[config.mk]
export PLATFORM = sky130hd
export DESIGN_NAME = smalu_div
export DESIGN_NICKNAME = d
export VERILOG_FILES = /design/src/sv/smalu_pkg.sv /design/src/sv/smalu_div.sv
export SDC_FILE = /design/constraint.sdc
export NUM_CORES = 1
export LEC_CHECK = 0
export ABC_AREA = 1
export ABC_CLOCK_PERIOD_IN_PS = 4200
export BUFFER_PORTS_ARGS = -buffer_cell sky130_fd_sc_hd__buf_4
export CAP_MARGIN = 20
export CORE_MARGIN = 4
export CORE_UTILIZATION = 45
export CTS_CLUSTER_SIZE = 40
export DETAILED_ROUTE_END_ITERATION = 8
export HOLD_SLACK_MARGIN = 0.15
export PLACE_DENSITY = 0.71
export SYNTH_ARGS = -nofsm -noshare
export SYNTH_HDL_FRONTEND = slang
export SYNTH_SLANG_ARGS = --single-unit
[constraint.sdc]
create_clock -name clk -period 4.2 [get_ports clk]
set_input_delay 0.42 -clock clk [delete_from_list [all_inputs] [get_ports clk]]
set_output_delay 0.42 -clock clk [all_outputs]
set_load 0.05 [all_outputs]
[src/sv/smalu_pkg.sv]
// ----------------------------------------------------------------------------
// smalu_pkg
// Shared types and constants for the 64-bit stack machine ALU: opcodes,
// status codes, controller states and the command/result payloads.
// ----------------------------------------------------------------------------
package smalu_pkg;

  localparam int WORD_W    = 64;
  localparam int HALF_W    = WORD_W / 2;
  localparam int OP_W      = 4;
  localparam int STATUS_W  = 2;
  localparam int DEPTH_W   = 11;
  localparam int LIMIT_W   = 11;
  localparam int DEPTH_DEF = 1024;

  localparam logic [LIMIT_W-1:0] LIMIT_RESET = LIMIT_W'(1024);

  // opcodes carried in the command
  typedef enum logic [OP_W-1:0] {
    OP_PUSH = 4'd0,
    OP_ADD  = 4'd1,
    OP_SUB  = 4'd2,
    OP_MUL  = 4'd3,
    OP_DIV  = 4'd4,
    OP_SWAP = 4'd5,
    OP_DROP = 4'd6,
    OP_DUP  = 4'd7,
    OP_POP  = 4'd8,
    OP_PEEK = 4'd9
  } op_t;

  // result status codes
  typedef enum logic [STATUS_W-1:0] {
    ST_OK    = 2'd0,
    ST_OVER  = 2'd1,
    ST_UNDER = 2'd2,
    ST_DIVZ  = 2'd3
  } status_t;

  // controller states
  typedef enum logic [1:0] {
    S_IDLE = 2'd0,
    S_READ = 2'd1,
    S_MUL  = 2'd2,
    S_DIV  = 2'd3
  } state_t;

  typedef struct packed {
    logic [OP_W-1:0]          op;
    logic signed [WORD_W-1:0] push_value;
  } cmd_t;

  typedef struct packed {
    status_t                  status;
    logic signed [WORD_W-1:0] read_value;
    logic [DEPTH_W-1:0]       depth_after;
  } result_t;

endpackage

[src/sv/smalu_div.sv]
// ----------------------------------------------------------------------------
// smalu_div
// Signed 64-bit division truncating toward zero. Restoring radix-2 on the
// magnitudes, one quotient bit per cycle, sign applied at the output.
// ----------------------------------------------------------------------------
module smalu_div
  import smalu_pkg::*;
(
  input  logic              clk,
  input  logic              rst,
  input  logic              start,
  input  logic [WORD_W-1:0] a,
  input  logic [WORD_W-1:0] b,
  output logic              done,
  output logic [WORD_W-1:0] quotient
);

  localparam int CNT_W = $clog2(WORD_W);
  localparam logic [CNT_W-1:0] CNT_LAST = CNT_W'(WORD_W - 1);

  logic              active;
  logic              done_q;
  logic [CNT_W-1:0]  cnt;
  logic              neg;
  logic [WORD_W-1:0] dvsr;
  logic [WORD_W-1:0] rem;
  logic [WORD_W-1:0] quo;
  logic [WORD_W:0]   shifted;
  logic [WORD_W:0]   diff;
  logic              fits;
  logic [WORD_W-1:0] a_mag;
  logic [WORD_W-1:0] b_mag;

  // operand magnitudes
  assign a_mag = a[WORD_W-1] ? (~a + 1'b1) : a;
  assign b_mag = b[WORD_W-1] ? (~b + 1'b1) : b;

  // one trial subtraction per cycle
  assign shifted = {rem, quo[WORD_W-1]};
  assign diff    = shifted - {1'b0, dvsr};
  assign fits    = shifted >= {1'b0, dvsr};

  // iteration control
  always_ff @(posedge clk) begin
    if (rst) begin
      active <= 1'b0;
      done_q <= 1'b0;
      cnt    <= '0;
    end else begin
      done_q <= 1'b0;
      if (start) begin
        active <= 1'b1;
        cnt    <= '0;
      end else if (active) begin
        cnt <= cnt + 1'b1;
        if (cnt == CNT_LAST) begin
          active <= 1'b0;
          done_q <= 1'b1;
        end
      end
    end
  end

  // datapath registers
  always_ff @(posedge clk) begin
    if (start) begin
      rem  <= '0;
      quo  <= a_mag;
      dvsr <= b_mag;
      neg  <= a[WORD_W-1] ^ b[WORD_W-1];
    end else if (active) begin
      rem <= fits ? diff[WORD_W-1:0] : shifted[WORD_W-1:0];
      quo <= {quo[WORD_W-2:0], fits};
    end
  end

  assign done     = done_q;
  assign quotient = neg ? (~quo + 1'b1) : quo;

endmodule

Word level (Yosys, flattened, before mapping)
Index checks and enable logic that the tools add are counted.
{"block": "op_classes", "mux": 10, "add_sub_neg": 5, "bitwise_logic": 5, "order_cmp": 1, "n_reduce_logical": 3, "eq_ne": 1}
{"op": "64-bit two-way mux", "n": 5}
{"op": "64-bit by 1-bit adder with 64-bit output (second input constant)", "n": 3}
{"op": "64-bit NOT", "n": 3}
{"op": "65-bit by 64-bit >= comparator with 1-bit output", "n": 1}
{"op": "64-bit subtractor", "n": 1}
{"op": "63-bit two-way mux", "n": 1}
{"op": "6-bit by 1-bit adder with 6-bit output (second input constant)", "n": 1}
{"op": "6-bit equality test (second input constant)", "n": 1}
{"op": "1-bit two-way mux", "n": 4}
{"op": "3-bit OR reduction", "n": 1}
{"op": "2-bit nonzero test", "n": 1}
{"op": "2-bit OR reduction", "n": 1}
{"op": "1-bit NOT", "n": 1}
{"op": "1-bit XOR", "n": 1}
{"block": "totals", "reg_bits": 201}

Longest topological paths before layout
{"block": "depth", "ltp_word": 4, "depth_mapped": 19, "mapped_depth_nobuf": 19}

Least setup slack after synthesis
No wires, ideal clock.
{"block": "synth_timing", "path_kind": "input port to flip-flop", "start": "input port start", "end": "register quo[0] (enable)", "arrival_time_ps": 3021, "cell_stages": 5, "setup_time_ps": 454, "required_ps": 3746, "setup_slack_ps": 725, "path_cell_list": "clkbuf_1 > nor2_1 > inv_1 > clkbuf_1 > clkbuf_1"}
{"block": "synth_via", "elab_chain_len": 1}
{"element": "from (decl)", "line": "smalu_div.sv:11", "source": "input logic start,"}
{"element": "2-bit nonzero test (no line)"}
{"element": "to (signal assigned)", "line": "smalu_div.sv:68", "source": "quo <= a_mag;"}
{"element": "to (signal assigned)", "line": "smalu_div.sv:73", "source": "quo <= {quo[WORD_W-2:0], fits};"}
{"element": "to (decl)", "line": "smalu_div.sv:27", "source": "logic [WORD_W-1:0] quo;"}
No other way between the ends.
A chain may end at the register's enable or synchronous reset.

Final worst setup path
{"block": "layout_timing", "start": "register quo[0]", "end": "output port quotient[54]"}
{"block": "layout_via", "elab_chain_len": 3}
{"element": "64-bit NOT", "line": "smalu_div.sv:78", "source": "assign quotient = neg ? (~quo + 1'b1) : quo;"}
{"element": "64-bit by 1-bit adder with 64-bit output", "line": "smalu_div.sv:78"}
{"element": "64-bit two-way mux", "line": "smalu_div.sv:78"}
{"element": "to (decl)", "line": "smalu_div.sv:15", "source": "output logic [WORD_W-1:0] quotient"}
No other way between the ends.

==> flow_summary.json <==
{
  "status": "finished clean",
  "start_util": 0.459,
  "final_common_cell": "nand2_1",
  "viasPerCell": 5.28,
  "ios": 196,
  "fin_util": 0.522,
  "totalWireLength_um": 72100,
  "fin_setup_tns_ps": 0,
  "setup_viol": 0,
  "via_count": 21100,
  "clock.fmax_ghz": 0.278,
  "grt_max_degree": 65,
  "seqPwrFrac": 0.353,
  "synth.area.top_cells": "edfxtp_1, nand2_1, inv_1",
  "rows": 76,
  "antenna_found_initial": 6,
  "start_kind": "register",
  "ys_ff_latch": 201,
  "ys_warn_count": 0,
  "p_clk_frac": 0.344,
  "drc": 0,
  "criticalPathCategory": "register to output pin",
  "portBuffers": 195,
  "hpwl_um": 58900,
  "drt_iter0_markers": 1935,
  "period_minus_slack_ps": 3600,
  "hold_violations": 0,
  "yosysTopAreaCellShare": 0.195,
  "finalClockSkew_ps": 30.1,
  "setup_ws_ps": 598,
  "crit_path_max_fanout": 4,
  "cp_data_arrival_time_ps": 3180,
  "cp.required_ps": 3780,
  "clk_pin_slew_ps": 60,
  "post_cts_buffers": 0,
  "slowest_stage": "edfxtp_1",
  "grt_use_total": 0.294,
  "cts_tree": "yes",
  "synth-async-reset-ratio": 0,
  "cts.htree.levels": 1,
  "syn_area_per_cell_um2": 6.14,
  "power.density_nw_per_um2": 298,
  "power.switching_w": 0.00247,
  "max_cap_viol_count": 0,
  "syn_area_um2": 19900,
  "die_w_um": 218,
  "slew_headroom": 0.372,
  "syn-num-nets": 3436,
  "clk_latency_ps": 560,
  "end_kind": "output pin",
  "drive_gt1_frac": 0.0971,
  "routabilityCongestion": 1.00,
  "peakVddDrop_v": 0.000271,
  "synth_ff_type": "edfxtp_1",
  "first_pass_iters": 6,
  "synth_cell_type_count": 49,
  "crit_chain": "inv_1, ha_1, nand2_1, nor2_1, nand2_1, nor2_1, nand3_1, nor2_1, a41oi_1, o21ai_0, nand2_1, buf_4",
  "synth_seq_area_share": 0.267,
  "clock-sinks": 201,
  "syn_inst": 3236,
  "layout_common_cells": "nand2_1, inv_1, nor2_1",
  "tightest_slew_ps": 941,
  "final.period_utilization": 0.858,
  "fin_nets": 3600,
  "core_um2": 43400,
  "leakagePower_nw": 11.2,
  "cts_max_path_buffers": 3,
  "finalMaxSlewViolations": 0,
  "antenna_left": 0,
  "design.die.area_um2": 47600,
  "p_int_w": 0.00427,
  "yosysTopAreaCell": "edfxtp_1",
  "grt_pass1_vias": 20000,
  "pwr-share-comb": 0.303,
  "n_antenna_cell": 0,
  "cts_made_buffers": 25,
  "root_buffer": "clkbuf_16",
  "die_h_um": 218,
  "wire_per_inst_um": 18.0,
  "grt.overflow.total": 0,
  "syn2layout_area_growth_pct": 13.9,
  "grt_setup_unrepaired": "no",
  "critPathMaxStageDelay_ps": 390,
  "grt_pass1_wl_um": 110000,
  "hold_path_class": "input pin to register",
  "synth_edf_count": 129,
  "stdcell_count": 4003,
  "dp_slack_ps": 1320,
  "post-place-cells": 3956,
  "switching_share": 0.366
}
-- through the flow --
step                      instance area (µm²)  power, W  hold slack (ps)
after floorplan                         19900   0.00370              443
after global placement                  21800   0.00443              454
after detailed placement                21800   0.00442              460
after CTS                               22700   0.00676              158
after global routing                    22700   0.00700              186
final                                   22700   0.00674              187
-- per-layer routing --
metal  part of all wire  wire (µm)  global-route usage  vias up
met5             0.0012         87                   0        -
met4              0.041       2970               0.109       12
met3              0.068       4920              0.0370      160
met2               0.47      33800               0.502      782
met1               0.42      30300               0.381     9680
li1                   -          -                   -    10500
-- critical path, delay by kind of cell, from the launching register on --
kind / cells / cell delay, ps
and+or+nand+nor: 7 / 1100
AOI/OAI and AO/OA: 2 / 670
DFF: 1 / 390
buffers and inverters: 2 / 320
adders and majority gates: 1 / 180
-- flip-flops by register name, indices dropped and copies added (netlist names) --
register and count:
neg 1, cnt 6, quo 64, dvsr 64, active 1, done 1, rem 64
-- cell families (layout without fill, tap and decap cells) --
logic type	Yosys count	in the layout	share of synthesized area
and+or+nand+nor	1830	1830	0.393
buffers and inverters	656	838	0.132
DFF	201	201	0.267
xor gates and xnor gates	195	195	0.0859
AOI/OAI and AO/OA	285	285	0.0783
adders and majority gates	69	69	0.0438
-- synth_stat cells (all sizes together) (2+ instances only) --
master and n:
a21o 2, a21oi 77, a31oi 14, and3 2, buf 31, clkbuf 41, clkinv 4, dfxtp 72
edfxtp 129, ha 68, inv 580, nand2 995, nand3 238, nand3b 47, nand4 69, nor2 392
nor3 53, nor3b 3, nor4 15, o211ai 5, o21ai 169, o21bai 5, o31ai 6, o41ai 3
or2 15, xnor2 63, xor2 132
-- cell type report --
type                       count  area, µm²
clock inverter                18        230
inverter                     584       2190
fill                        4609      20700
tap                          585        732
timing repair buffer         209       1590
clock buffer                  27        633
sequential                   201       5320
multi-input combinational   2379      12000
-- path summary, 6_finish.rpt --
path,from,endpoint,slack [ps],depth (start not counted)
worst min-delay path,b[21],dvsr[21],190,2
worst max register to register,dvsr[1],rem[59],1190,17
worst max-delay path,quo[0],quotient[54],600,12
worst min register to register,rem[33],rem[33],470,2
-- power groups by stage --
| stage | clock network [W] | registers [W] | logic [W] |
|---|---|---|---|
| detailed placement | 0 | 0.00242 | 0.00201 |
| finish | 0.00232 | 0.00238 | 0.00204 |
| CTS | 0.00236 | 0.00238 | 0.00202 |
| global route | 0.00242 | 0.00240 | 0.00218 |
| floorplan | 0 | 0.00239 | 0.00131 |
| global placement | 0 | 0.00242 | 0.00202 |
-- what timing repair did --
item                                   4_1_cts  5_1_grt
gates resized for setup                      0        0
endpoints found under the hold margin        2        0
hold buffers                                 2        0
(Power assumes the default switching activity.)
