### src/sv/smalu_pkg.sv
// ----------------------------------------------------------------------------
// smalu_pkg
// Shared types and constants for the 64-bit stack machine ALU: opcodes,
// status codes, controller states and the command/result payloads.
// ----------------------------------------------------------------------------
package smalu_pkg;

  localparam int WORD_W    = 64;
  localparam int HALF_W    = WORD_W / 2;
  localparam int OP_W      = 4;
  localparam int STATUS_W  = 2;
  localparam int DEPTH_W   = 11;
  localparam int LIMIT_W   = 11;
  localparam int DEPTH_DEF = 1024;

  localparam logic [LIMIT_W-1:0] LIMIT_RESET = LIMIT_W'(1024);

  // opcodes carried in the command
  typedef enum logic [OP_W-1:0] {
    OP_PUSH = 4'd0,
    OP_ADD  = 4'd1,
    OP_SUB  = 4'd2,
    OP_MUL  = 4'd3,
    OP_DIV  = 4'd4,
    OP_SWAP = 4'd5,
    OP_DROP = 4'd6,
    OP_DUP  = 4'd7,
    OP_POP  = 4'd8,
    OP_PEEK = 4'd9
  } op_t;

  // result status codes
  typedef enum logic [STATUS_W-1:0] {
    ST_OK    = 2'd0,
    ST_OVER  = 2'd1,
    ST_UNDER = 2'd2,
    ST_DIVZ  = 2'd3
  } status_t;

  // controller states
  typedef enum logic [1:0] {
    S_IDLE = 2'd0,
    S_READ = 2'd1,
    S_MUL  = 2'd2,
    S_DIV  = 2'd3
  } state_t;

  typedef struct packed {
    logic [OP_W-1:0]          op;
    logic signed [WORD_W-1:0] push_value;
  } cmd_t;

  typedef struct packed {
    status_t                  status;
    logic signed [WORD_W-1:0] read_value;
    logic [DEPTH_W-1:0]       depth_after;
  } result_t;

endpackage

### src/sv/smalu_mul.sv
// ----------------------------------------------------------------------------
// smalu_mul
// Low 64 bits of a 64x64 product, built from three 32x32 partial products
// accumulated step by step. done pulses in the cycle after the last step.
// ----------------------------------------------------------------------------
module smalu_mul
  import smalu_pkg::*;
(
  input  logic              clk,
  input  logic              rst,
  input  logic              start,
  input  logic [WORD_W-1:0] a,
  input  logic [WORD_W-1:0] b,
  output logic              done,
  output logic [WORD_W-1:0] product
);

  localparam logic [1:0] STEP_LO = 2'd0;
  localparam logic [1:0] STEP_X1 = 2'd1;
  localparam logic [1:0] STEP_X2 = 2'd2;

  logic              active;
  logic              done_q;
  logic [1:0]        step;
  logic [WORD_W-1:0] a_q;
  logic [WORD_W-1:0] b_q;
  logic [WORD_W-1:0] acc;
  logic [HALF_W-1:0] mx;
  logic [HALF_W-1:0] my;
  logic [WORD_W-1:0] pp;
  logic [WORD_W-1:0] acc_next;

  // operand halves for the current step
  always_comb begin
    case (step)
      STEP_LO: begin
        mx = a_q[HALF_W-1:0];
        my = b_q[HALF_W-1:0];
      end
      STEP_X1: begin
        mx = a_q[HALF_W-1:0];
        my = b_q[WORD_W-1:HALF_W];
      end
      default: begin
        mx = a_q[WORD_W-1:HALF_W];
        my = b_q[HALF_W-1:0];
      end
    endcase
  end

  // one 32x32 multiply and accumulate per step
  assign pp       = {{HALF_W{1'b0}}, mx} * {{HALF_W{1'b0}}, my};
  assign acc_next = (step == STEP_LO) ? pp : acc + {pp[HALF_W-1:0], {HALF_W{1'b0}}};

  // step control
  always_ff @(posedge clk) begin
    if (rst) begin
      active <= 1'b0;
      done_q <= 1'b0;
      step   <= STEP_LO;
    end else begin
      done_q <= 1'b0;
      if (start) begin
        active <= 1'b1;
        step   <= STEP_LO;
      end else if (active) begin
        step <= step + 2'd1;
        if (step == STEP_X2) begin
          active <= 1'b0;
          done_q <= 1'b1;
        end
      end
    end
  end

  // operand and accumulator registers
  always_ff @(posedge clk) begin
    if (start) begin
      a_q <= a;
      b_q <= b;
    end else if (active) begin
      acc <= acc_next;
    end
  end

  assign done    = done_q;
  assign product = acc;

endmodule

### config.mk
export PLATFORM = sky130hd
export DESIGN_NAME = smalu_mul
export DESIGN_NICKNAME = d
export VERILOG_FILES = /design/src/sv/smalu_pkg.sv /design/src/sv/smalu_mul.sv
export SDC_FILE = /design/constraint.sdc
export NUM_CORES = 2
export LEC_CHECK = 0
export ABC_AREA = 1
export BUFFER_PORTS_ARGS = -buffer_cell sky130_fd_sc_hd__buf_4
export CAP_MARGIN = 20
export CORE_MARGIN = 2
export CORE_UTILIZATION = 50
export DETAILED_ROUTE_END_ITERATION = 16
export PLACE_DENSITY = 0.7
export RECOVER_POWER = 50
export SLEW_MARGIN = 20
export SYNTH_ARGS = -nofsm -noshare
export SYNTH_HDL_FRONTEND = slang
export SYNTH_SLANG_ARGS = --single-unit
### constraint.sdc
create_clock -name clk -period 8.85 [get_ports clk]
set_clock_uncertainty 0.1 [all_clocks]
set_input_delay 1.77 -clock clk [delete_from_list [all_inputs] [get_ports clk]]
set_output_delay 1.77 -clock clk [all_outputs]
set_load 0.01 [all_outputs]
## Word-level counts from Yosys, hierarchy flattened

Cells that the tools add are included.

- Bits in registers: 196
- Input port bits: 131
- Output and inout bits: 65

- Add/sub/neg operators: 2
- Multiply operators: 1
- Equal/unequal tests: 2
- Mux-type cells: 7
- Bitwise operators: 2
- Reduce and logical (&&, ||, !) cells: 5

Operator list:

| cell | number |
|---|---|
| $add 64x64->64 | 1 |
| $mul 32x32->64 | 1 |
| $mux 32 | 2 |
| $mux 64 | 1 |
| $mux 1 | 4 |
| $reduce_or 2->1 | 2 |
| $reduce_or 3->1 | 1 |
| $add 2x1->2 const B | 1 |
| $eq 2x1->1 const B | 1 |
| $eq 2x2->1 const B | 1 |
| $logic_not 2->1 | 1 |
| $not 1->1 | 2 |
| $reduce_and 2->1 | 1 |

## Logic depth before layout (Yosys ltp)

- Depth in word-level cells: 6
- Gate-level depth with buffers: 47
- Depth with buffers taken out: 44

## Least setup slack after synthesis

OpenSTA, ideal clock, no wires.

- Kind: register to register
- Start point: reg step[0]
- End point: reg acc[58], in the netlist product[58] (data pin)
- Setup time: 0.253 ns
- Arrival time: 8.062 ns
- Setup slack: 0.435 ns
- Cell stages (with the launch flop): 41
- Clock period less this slack: 8.415 ns
- Cells stage by stage: dfxtp_1 > inv_1 > ha_1 > nor2_4 > inv_2 > buf_6 > or2_2 > o21ai_1 > buf_2 > nor2_1 > fa_1 > inv_1 > fa_1 > fa_1 > fa_1 > inv_1 > fa_1 > inv_1 > (+5 left out) > nand2_1 > nor2_1 > inv_1 > o21ai_0 > inv_1 > nand2_1 > xor2_1 > inv_1 > ha_1 > nand2_1 > nor4_1 > nand2_1 > nand2_1 > nand2_1 > nand2_1 > nand2_1 > nand3_1 > nand2_1

- Longest elaborated chain between the ends: 6
- Elaborated cells between the ends (all ways): 8

Ends and longest elaborated chain:

| element | line | source |
|---|---|---|
| start, declared | smalu_mul.sv:24 | `logic [1:0] step;` |
| start signal, assigned | smalu_mul.sv:67 | `step <= step + 2'd1;` |
| $eq 2x1->1 or $logic_not 2->1 (tied branches) | smalu_mul.sv:35, smalu_mul.sv:53 |  |
| $reduce_or 2->1 (no source line) | - |  |
| $mux 32 | smalu_mul.sv:35 | `case (step)` |
| $mul 32x32->64 | smalu_mul.sv:52 | `assign pp = {{HALF_W{1'b0}}, mx} * {{HALF_W{1'b0}}, my};` |
| $add 64x64->64 | smalu_mul.sv:53 | `assign acc_next = (step == STEP_LO) ? pp : acc + {pp[HALF_W-1:0], {HALF_W{1'b0}}};` |
| $mux 64 * | smalu_mul.sv:53 |  |
| named net acc_next[58] | smalu_mul.sv:31 | `logic [WORD_W-1:0] acc_next;` |
| end signal, assigned | smalu_mul.sv:82 | `acc <= acc_next;` |
| end, declared | smalu_mul.sv:27 | `logic [WORD_W-1:0] acc;` |

The timed path passes the listed nets; every way through them passes the cells marked *.
A chain may end at the register's enable or synchronous reset.

## Final worst setup path

- Start point: reg step[0]
- End point: reg acc[62], in the netlist product[62] (data pin)

The elaborated chain is that of the path after synthesis.

==> results.json <==
{
  "vias": 35800,
  "gr-usage-all-layers_pct": 33.0,
  "r2r_cells": 41,
  "crit_path_end_kind": "flip-flop",
  "criticalPathCategory": "flip-flop to flip-flop",
  "clk_latency_ns": 0.51,
  "grt_max_degree": 79,
  "portBuffers": 195,
  "yosysUniqueCellTypes": 45,
  "grt_pass1_wl_um": 214000,
  "placementRows": 106,
  "synthCells": 4959,
  "antenna_found_initial": 0,
  "slowest_delay_ns": 0.61,
  "fmax_ghz": 0.112,
  "place_area_um2": 49100,
  "worst_slew_pin_slew_ns": 4.21,
  "hp-class": "flip-flop to flip-flop",
  "holdPathStages": 2,
  "hold_viol": 0,
  "status": "complete, but fails checks",
  "gp_congestion": 1.01,
  "drive_above_1_share_pct": 20.5,
  "yosysWarnings": 0,
  "syn_avg_cell_area_um2": 8.55,
  "cts_tree": "yes",
  "fin_nets": 6957,
  "grt-ovfl-total": 0,
  "period_needed_ns": 8.91,
  "cts_buffers": 17,
  "rsz0062_at_grt": "yes",
  "drtIter0Drc": 2976,
  "period_share_pct": 101,
  "place.detailed.hpwl_um": 120000,
  "worstPathRequired_ns": 9.01,
  "violations": "max-capacitance violations, max-slew violations, negative setup slack",
  "routed_wl_um": 139000,
  "path_common_cell": "fa_1",
  "die_x_um": 295,
  "maxCapViolations": 1,
  "syn_area_um2": 42400,
  "fp.coreArea_um2": 83800,
  "drv_slew": 79,
  "hold_buffers": 0,
  "critPathLaunchType": "flip-flop",
  "htreeDepth": 4,
  "cp.arrival_ns": 9.07,
  "fp.dieH_um": 295,
  "ioPinCount": 196,
  "slew_headroom_pct": -181,
  "clkSinkCount": 196,
  "clockBufferDepth": 2,
  "yosys_register_bits": 196,
  "vias_per_cell": 5.28,
  "ys.flop_type": "edfxtp_1",
  "fin_ws_ns": -0.0551,
  "syn2layout_area_growth_pct": 20.8,
  "synth-edff-count": 192,
  "die-area_um2": 87200,
  "grt_pass1_vias": 37200,
  "slowest_stage": "fa_2",
  "remaining_drc_errors": 0,
  "drtPass1Iterations": 6,
  "wl_per_cell_um": 20.6,
  "ys_seq_area_share_pct": 13.8,
  "setup_violations": 3,
  "initial_utilization_pct": 50.6,
  "diodes": 0,
  "synth_nets": 6286,
  "synthArstFlopShare_pct": 0,
  "fin_area_um2": 51200,
  "critPathMaxFanout": 9,
  "ant_nets": 0,
  "clk_pin_slew_worst_paths_ns": 0.08,
  "cts_root_buffer": "clkbuf_16"
}
[sequential cells by signal, summed over array words and instances (netlist names)]
signal,cells
a_q,64
active,1
step,2
b_q,64
done,1
product,64
[final timing paths]
path	from	endpoint	slack (ns)
worst max register to register	step[0]	product[62]	-0.06
worst min-delay path	active	step[0]	0.39
worst min register to register	active	step[0]	0.39
worst max-delay path	step[0]	product[62]	-0.06
[repair_timing]
action,CTS,global route
pin swaps,4,57
resized for setup,59,238
setup endpoints to repair,14,26
gates cloned,0,1
setup buffers,12,30
[metrics by stage]
step / TNS [ns] / utilization (%) / std cells / setup slack [ns] / hold slack, ns
5_1_grt: -3.43 / 61.1 / 6777 / -0.383 / 0.419
2_1_floorplan: 0 / - / 4959 / 0.435 / 0.353
3_3_place_gp: -1.10 / 58.6 / 6702 / -0.200 / 0.366
6_report: -0.116 / 61.1 / 6777 / -0.0551 / 0.390
4_1_cts: -0.0529 / 59.7 / 6746 / -0.0227 / 0.390
3_5_place_dp: -1.48 / 58.6 / 6702 / -0.271 / 0.385
[cells in the mapped netlist, types with 11 or more instances]
cell | number | area share, %
nor3_1 | 18 | 0.21
a21oi_1 | 149 | 1.8
o21bai_1 | 11 | 0.19
fa_1 | 897 | 42
buf_2 | 134 | 1.6
or2_2 | 15 | 0.22
inv_2 | 44 | 0.39
nand3b_1 | 11 | 0.19
clkbuf_1 | 30 | 0.27
nor2_1 | 571 | 5.1
nand2_1 | 1072 | 9.5
edfxtp_1 | 192 | 14
inv_1 | 1128 | 10
xor2_1 | 27 | 0.56
o21ai_2 | 29 | 0.60
o21ai_0 | 94 | 1.1
ha_1 | 299 | 8.8
nand4_1 | 14 | 0.21
o21ai_1 | 35 | 0.41
or2_1 | 20 | 0.30
nand3_1 | 89 | 1.1
[critical path: cells and delay by family (launching register included)]
kind | cells | cell delay (ns)
fa+ha+maj | 11 | 4.85
simple gates | 18 | 1.91
buf+inv | 10 | 1.13
flops | 1 | 0.38
xor+xnor | 1 | 0.19
compound gates | 1 | 0.09
[metal layers]
metal / track usage (%) / routed length [um] / up-vias
met4: 12.4 / 6090 / 0
li1: - / - / 16000
met5: 0 / 0 / -
met2: 52.7 / 63700 / 1652
met3: 6.49 / 13100 / 287
met1: 44.9 / 56500 / 17800
[area by class of cell]
class	instances	area, um^2
sequential	196	5850
inverter	1174	4440
fill	7389	32600
tap	1134	1420
multi-input combinational	3411	32300
timing repair buffer	830	6560
clock inverter	14	185
clock buffer	18	439
[placed cells by master, fill, tap and decap left out, types with 14 or more instances in the layout]
master,synthesis,layout
nand2_2,5,26
inv_1,1128,1120
or2_1,20,19
o21ai_0,94,55
xor2_1,27,17
fa_2,0,20
nor2_1,571,545
a21oi_1,149,116
ha_4,0,29
or2_2,15,15
nor3_1,18,14
buf_12,0,20
clkbuf_1,30,16
edfxtp_1,192,192
clkbuf_16,0,18
nand2_1,1072,1047
buf_6,5,29
clkbuf_4,0,127
buf_4,9,636
ha_1,299,262
o21ai_1,35,47
inv_2,44,37
inv_4,0,14
nor2_2,3,18
nand4_1,14,14
nand3_1,89,87
a21oi_2,1,30
fa_1,897,877
o21ai_2,29,47
[cells by family (layout without fill, tap and decap cells)]
group,after synthesis,after routing,synth area share (%)
AO/OA/AOI/OAI,350,350,4.70
XOR/XNOR,32,32,0.661
adder cells (fa/ha/maj),1196,1196,51.2
buffers and inverters,1352,2036,12.5
flip-flops,196,196,13.8
AND/OR/NAND/NOR,1833,1833,17.2
Power is left out: the tool's default activity adds up to more than one toggle a clock period on the data nets, which glitch-free logic cannot reach.
